**src/rtl/core/point_affine_transform_3d_assert.svh**
```systemverilog
// assertion macros for the point transform block
`ifndef POINT_AFFINE_TRANSFORM_3D_ASSERT_SVH
`define POINT_AFFINE_TRANSFORM_3D_ASSERT_SVH

`ifndef SYNTHESIS
`define PAT_ASSERT(lbl, prop, msg) \
  lbl: assert property (@(posedge clk_i) disable iff (!rst_ni) prop) else $error(msg);
`define PAT_ASSERT_ALWAYS(lbl, prop, msg) \
  lbl: assert property (@(posedge clk_i) prop) else $error(msg);
`else
`define PAT_ASSERT(lbl, prop, msg)
`define PAT_ASSERT_ALWAYS(lbl, prop, msg)
`endif

`endif

```
**src/rtl/core/pat3d_pkg.sv**
```systemverilog
`timescale 1ns / 1ps
`default_nettype none

package pat3d_pkg;

  localparam int COORD_W      = 32;
  localparam int VEC_W        = 36;
  localparam int CORDIC_FRAC  = 30;
  localparam int CORDIC_STEPS = 25;
  localparam int ANG_FRAC     = 24;
  localparam int XY_W         = 34;
  localparam int ANG_W        = 36;
  localparam int REG_IDX_W    = 3;

  localparam logic signed [XY_W-1:0] CORDIC_GAIN = 34'sd652032874;

  localparam logic [REG_IDX_W-1:0] REG_MODE     = 3'd0;
  localparam logic [REG_IDX_W-1:0] REG_PARAM_X  = 3'd1;
  localparam logic [REG_IDX_W-1:0] REG_PARAM_Y  = 3'd2;
  localparam logic [REG_IDX_W-1:0] REG_PARAM_Z  = 3'd3;
  localparam logic [REG_IDX_W-1:0] REG_CENTER_X = 3'd4;
  localparam logic [REG_IDX_W-1:0] REG_CENTER_Y = 3'd5;
  localparam logic [REG_IDX_W-1:0] REG_CENTER_Z = 3'd6;

  typedef enum logic [1:0] {
    MODE_TRANSLATE = 2'd0,
    MODE_SCALE     = 2'd1,
    MODE_ROTATE    = 2'd2,
    MODE_PASS      = 2'd3
  } mode_e;

  typedef logic signed [VEC_W-1:0] vec_t;

  // arctangent of 2^-i in degrees, 24 fraction bits
  function automatic logic signed [ANG_W-1:0] atan_deg(input logic [4:0] i);
    logic signed [ANG_W-1:0] v;
    unique case (i)
      5'd0:  v = 36'sd754974720;
      5'd1:  v = 36'sd445687602;
      5'd2:  v = 36'sd235489088;
      5'd3:  v = 36'sd119537938;
      5'd4:  v = 36'sd60000934;
      5'd5:  v = 36'sd30029717;
      5'd6:  v = 36'sd15018523;
      5'd7:  v = 36'sd7509720;
      5'd8:  v = 36'sd3754917;
      5'd9:  v = 36'sd1877466;
      5'd10: v = 36'sd938734;
      5'd11: v = 36'sd469367;
      5'd12: v = 36'sd234684;
      5'd13: v = 36'sd117342;
      5'd14: v = 36'sd58671;
      5'd15: v = 36'sd29335;
      5'd16: v = 36'sd14668;
      5'd17: v = 36'sd7334;
      5'd18: v = 36'sd3667;
      5'd19: v = 36'sd1833;
      5'd20: v = 36'sd917;
      5'd21: v = 36'sd458;
      5'd22: v = 36'sd229;
      5'd23: v = 36'sd115;
      5'd24: v = 36'sd57;
      default: v = '0;
    endcase
    return v;
  endfunction

endpackage

`default_nettype wire

```
**src/rtl/core/pat3d_trig.sv**
```systemverilog
`timescale 1ns / 1ps
`default_nettype none

module pat3d_trig #(
  parameter int COORD_FRAC_BITS = 16,
  parameter int TRIG_BITS       = 18
) (
  input  logic                        clk_i,
  input  logic                        rst_ni,
  input  logic                        start_i,
  input  logic [2:0][31:0]            ang_i,
  output logic [2:0][TRIG_BITS+1:0]   cos_o,
  output logic [2:0][TRIG_BITS+1:0]   sin_o,
  output logic                        busy_o
);
  import pat3d_pkg::*;

  localparam int TW    = TRIG_BITS + 2;
  localparam int RED_W = 34;
  localparam int SH    = CORDIC_FRAC - TRIG_BITS;
  localparam longint unsigned FULL = 64'd360 << COORD_FRAC_BITS;
  localparam longint unsigned OFS  = (64'd1 << 31) % FULL;
  localparam logic [RED_W-1:0] FULL_R = RED_W'(FULL);
  localparam logic [RED_W-1:0] OFS_R  = RED_W'(OFS);
  localparam logic [RED_W-1:0] WRAP_R = RED_W'(FULL - OFS);
  localparam logic [4:0] KTOP      = 5'(24 - COORD_FRAC_BITS);
  localparam logic [4:0] LAST_STEP = 5'(CORDIC_STEPS - 1);
  localparam logic signed [ANG_W-1:0] HALF    = ANG_W'(64'd180 << ANG_FRAC);
  localparam logic signed [ANG_W-1:0] QUARTER = ANG_W'(64'd90 << ANG_FRAC);
  localparam logic signed [ANG_W-1:0] FULL_A  = ANG_W'(64'd360 << ANG_FRAC);
  localparam logic signed [XY_W-1:0]  RND     = XY_W'(1) << (SH - 1);

  localparam logic [2:0] ST_IDLE   = 3'd0;
  localparam logic [2:0] ST_REDUCE = 3'd1;
  localparam logic [2:0] ST_WRAP   = 3'd2;
  localparam logic [2:0] ST_FOLD   = 3'd3;
  localparam logic [2:0] ST_ITER   = 3'd4;
  localparam logic [2:0] ST_ROUND  = 3'd5;

  logic [2:0]                   state_q, state_d;
  logic [1:0]                   sel_q, sel_d;
  logic [4:0]                   cnt_q, cnt_d;
  logic                         pend_q, pend_d;
  logic                         flip_q, flip_d;
  logic [RED_W-1:0]             acc_q, acc_d;
  logic signed [XY_W-1:0]       x_q, x_d, y_q, y_d;
  logic signed [ANG_W-1:0]      z_q, z_d;
  logic [2:0][TW-1:0]           cos_q, cos_d, sin_q, sin_d;

  logic signed [XY_W-1:0]       dx, dy, xr, yr;
  logic signed [ANG_W-1:0]      atan_v, r24, r1;
  logic [RED_W-1:0]             full_sh;
  logic [1:0]                   sel_nx;
  logic signed [TW-1:0]         cv, sv;

  function automatic logic [RED_W-1:0] load_ang(input logic [31:0] a);
    return {2'b00, ~a[31], a[30:0]};
  endfunction

  always_comb begin
    state_d = state_q;
    sel_d   = sel_q;
    cnt_d   = cnt_q;
    pend_d  = pend_q;
    flip_d  = flip_q;
    acc_d   = acc_q;
    x_d     = x_q;
    y_d     = y_q;
    z_d     = z_q;
    cos_d   = cos_q;
    sin_d   = sin_q;

    dx      = y_q >>> cnt_q;
    dy      = x_q >>> cnt_q;
    atan_v  = atan_deg(cnt_q);
    full_sh = FULL_R << cnt_q;
    r24     = ANG_W'(acc_q) <<< (ANG_FRAC - COORD_FRAC_BITS);
    r1      = (r24 > HALF) ? r24 - FULL_A : r24;
    xr      = (x_q + RND) >>> SH;
    yr      = (y_q + RND) >>> SH;
    cv      = flip_q ? -TW'(xr) : TW'(xr);
    sv      = flip_q ? -TW'(yr) : TW'(yr);
    sel_nx  = sel_q + 2'd1;

    unique case (state_q)
      ST_IDLE: begin
      end
      ST_REDUCE: begin
        if (acc_q >= full_sh) begin
          acc_d = acc_q - full_sh;
        end
        if (cnt_q == 5'd0) begin
          state_d = ST_WRAP;
        end else begin
          cnt_d = cnt_q - 5'd1;
        end
      end
      ST_WRAP: begin
        acc_d   = (acc_q >= OFS_R) ? acc_q - OFS_R : acc_q + WRAP_R;
        state_d = ST_FOLD;
      end
      ST_FOLD: begin
        if (r1 > QUARTER) begin
          z_d    = r1 - HALF;
          flip_d = 1'b1;
        end else if (r1 < -QUARTER) begin
          z_d    = r1 + HALF;
          flip_d = 1'b1;
        end else begin
          z_d    = r1;
          flip_d = 1'b0;
        end
        x_d     = CORDIC_GAIN;
        y_d     = '0;
        cnt_d   = '0;
        state_d = ST_ITER;
      end
      ST_ITER: begin
        if (z_q[ANG_W-1]) begin
          x_d = x_q + dx;
          y_d = y_q - dy;
          z_d = z_q + atan_v;
        end else begin
          x_d = x_q - dx;
          y_d = y_q + dy;
          z_d = z_q - atan_v;
        end
        if (cnt_q == LAST_STEP) begin
          state_d = ST_ROUND;
        end else begin
          cnt_d = cnt_q + 5'd1;
        end
      end
      ST_ROUND: begin
        cos_d[sel_q] = cv;
        sin_d[sel_q] = sv;
        if (sel_q == 2'd2) begin
          state_d = ST_IDLE;
        end else begin
          sel_d   = sel_nx;
          acc_d   = load_ang(ang_i[sel_nx]);
          cnt_d   = KTOP;
          state_d = ST_REDUCE;
        end
      end
      default: state_d = ST_IDLE;
    endcase

    // a new angle write restarts the whole sweep
    if (pend_q) begin
      pend_d  = 1'b0;
      sel_d   = 2'd0;
      acc_d   = load_ang(ang_i[0]);
      cnt_d   = KTOP;
      state_d = ST_REDUCE;
    end
    if (start_i) begin
      pend_d = 1'b1;
    end
  end

  always_ff @(posedge clk_i or negedge rst_ni) begin
    if (!rst_ni) begin
      state_q <= ST_IDLE;
      sel_q   <= '0;
      cnt_q   <= '0;
      pend_q  <= 1'b1;
    end else begin
      state_q <= state_d;
      sel_q   <= sel_d;
      cnt_q   <= cnt_d;
      pend_q  <= pend_d;
    end
  end

  always_ff @(posedge clk_i) begin
    flip_q <= flip_d;
    acc_q  <= acc_d;
    x_q    <= x_d;
    y_q    <= y_d;
    z_q    <= z_d;
    cos_q  <= cos_d;
    sin_q  <= sin_d;
  end

  assign cos_o  = cos_q;
  assign sin_o  = sin_q;
  assign busy_o = pend_q | (state_q != ST_IDLE);

endmodule

`default_nettype wire

```
**config.mk**
```make
export PLATFORM = sky130hd
export DESIGN_NAME = pat3d_trig
export DESIGN_NICKNAME = d
export VERILOG_FILES = /design/src/rtl/core/point_affine_transform_3d_assert.svh /design/src/rtl/core/pat3d_pkg.sv /design/src/rtl/core/pat3d_trig.sv
export SDC_FILE = /design/constraint.sdc
export NUM_CORES = 1
export LEC_CHECK = 0
export ABC_AREA = 1
export BUFFER_PORTS_ARGS = -buffer_cell sky130_fd_sc_hd__clkbuf_2
export CORE_MARGIN = 5
export CORE_UTILIZATION = 50
export DETAILED_ROUTE_END_ITERATION = 12
export PLACE_DENSITY = 0.74
export SETUP_SLACK_MARGIN = 0.5
export SYNTH_ARGS = -nofsm -noshare
export SYNTH_HDL_FRONTEND = slang
export SYNTH_SLANG_ARGS = --single-unit
```
**constraint.sdc**
```tcl
create_clock -name clk_i -period 13.2 [get_ports clk_i]
set_input_delay 3.3 -clock clk_i [delete_from_list [all_inputs] [get_ports clk_i]]
set_output_delay 3.3 -clock clk_i [all_outputs]
set_load 0.02 [all_outputs]
```
==> out/qor.yml <==
status: "complete, no violations"
cts_buffer_depth: 3
via_per_inst: 5.73
ys.flop_type: "edfxtp_1"
synth_top_area_cell: "edfxtp_1"
cts_hold_buf: 0
setup_viol: 0
ios: 220
dieHeight_um: 243
synth.most_common_cell: "nand2_1"
ant_nets: 0
numCtsBuffers: 31
maxCapViolCount: 0
worst_pin_slew_ps: 1090
fin_crit_ps: 6880
fill_cells: 5308
tns_ps: 0
place_congestion: 0.968
synthTopCellsByCount: "nand2_1, nand3_1, nor2_1"
start_util: 0.504
critPathLaunch: "cnt_q[1]"
hp-class: "reg2reg"
syn_inst: 4006
syn_nets: 4256
r2r_start: "cnt_q[1]"
drt-pass1-iter-count: 7
synthToLayoutAreaGrowth_pct: 9.13
cts-root-buf: "clkbuf_16"
worstPathMaxFanout: 67
htreeDepth: 1
fin_skew_ps: 37.7
wirelength_um: 86600
synth.yosys.seq_area_share: 0.296
dp_hpwl_um: 65700
crit_path_max_incr_delay_ps: 960
design.die.area_um2: 59000
drv_slew: 0
post_drt_wl_per_cell_um: 17.8
antennaDiodeCount: 0
cts_num_sinks: 270
synthTopCellsByArea: "edfxtp_1, nand2_1, nand3_1"
hold_start: "acc_q[33]"
cp-start-kind: "register"
post_cts_buffers: 0
io_buffers: 219
ctsResizeCount: 0
grt-ovfl-total: 0
netlist_area_um2: 27100
antenna_found_initial: 0
clk-insertion-delay-late_ps: 630
synth_top_area_frac: 0.285
worstSetupPathType: "reg2reg"
crit_slowest_cell: "clkinv_2"
end_kind: "register"
drtIter0Drc: 2885
worstPathRequired_ps: 13550
clkTransAtPathRegs_ps: 60
rows: 85
drc_errors: 0
multi_input_area_um2: 16900
rsz0062_at_grt: "false"
vias: 27800
synth-async-reset-ratio: 0.0407
drive_above_1_share: 0.103
regArea_um2: 8040
maxSlewHeadroom: 0.276
grt_pass1_wl_um: 137000
crit_top_cell: "inv_1"
ys_seq_elements: 270
max_clock_freq_ghz: 0.145
arrival_ps: 7230
grt_start_max_net_pins: 78
synth_edf_count: 257
coreArea_um2: 53800
ys_warn_count: 0
cts_tree: "built"
synth_area_per_cell_um2: 6.77
yosysUniqueCellTypes: 71
grt_pass1_vias: 26000
grt_usage: 0.279
nets: 4392
post-route-period-util: 0.521
die_w_um: 243
finalHoldViolCount: 0
## kinds of logic (layout without fill, tap and decap cells)
group | count (synthesis) | count (layout) | synth area share
fa+ha+maj | 151 | 151 | 0.0708
compound gates | 703 | 703 | 0.144
buf+inv | 533 | 692 | 0.0823
simple gates | 2164 | 2164 | 0.346
flops | 270 | 270 | 0.296
xor+xnor | 185 | 185 | 0.0600
## per-layer routing
layer	global-route usage	wire, um
met5	0	0
met4	0.141	5450
met3	0.0332	6290
met2	0.470	39600
met1	0.355	35200
## placed cells by master (no fill, tap or decap), drive strengths merged, types with 5 or more instances in the layout
cell      count
nand2      1141
nand3       458
nor2        402
inv         398
o21ai       296
a21oi       266
edfxtp      257
clkbuf      252
ha          147
xor2        126
xnor2        59
nand4        50
nor3         48
a31oi        39
or2          26
buf          22
o211ai       21
nor4         19
o21a         17
nand3b       11
clkinv       11
a21o         10
dfrtp        10
a21boi        7
o221ai        7
a221oi        7
o21bai        6
a22oi         5
clkinvlp      5
## cell type report
class                   instances  share of cell area
flip-flops and latches        270               0.272
clock buffers                  33              0.0265
multi-input cells            3203               0.571
repair buffers                241              0.0426
well taps                     696              0.0294
clock inverters                23             0.00875
inverters                     395              0.0506
## final timing paths
kind | end | slack, ps | cells past startpoint
worst max-delay path | z_q[25] | 6320 | 30
worst min-delay path | acc_q[33] | 610 | 2
worst max register to register | z_q[25] | 6320 | 30
worst min register to register | acc_q[33] | 610 | 2
max in group asynchronous | pend_q | 10300 | 1
min in group asynchronous | state_q[2] | 2600 | 1
## worst max-delay path, delay by kind of cell (launching register included)
kind,cells,cell delay [ps]
DFF,1,330
xor gates and xnor gates,1,160
buffers and inverters,9,2140
and+or+nand+nor,10,1200
AOI/OAI and AO/OA,7,1460
adders and majority gates,3,1310
## sequential cells by signal (all words and copies together), names as in the netlist
| signal | flops |
|---|---|
| x_q | 34 |
| cnt_q | 5 |
| state_q | 3 |
| z_q | 36 |
| sin_o | 60 |
| sel_q | 2 |
| pend_q | 1 |
| cos_o | 60 |
| y_q | 34 |
| acc_q | 34 |
| flip_q | 1 |
## per-stage QoR
| step | hold slack [ps] | utilization | worst slack (ps) | instances | cell area (um2) |
|---|---|---|---|---|---|
| 4_1_cts | 609 | 0.550 | 6450 | 4861 | 29600 |
| 6_report | 610 | 0.550 | 6320 | 4861 | 29600 |
| 3_3_place_gp | 589 | 0.531 | 6590 | 4805 | 28600 |
| 3_5_place_dp | 596 | 0.531 | 6460 | 4805 | 28600 |
| 2_1_floorplan | 526 | - | 8590 | 4006 | 27100 |
| 5_1_grt | 662 | 0.550 | 5780 | 4861 | 29600 |
Power is not shown: default switching activity piles up to over one toggle a cycle in this logic, so the estimate is an artifact.
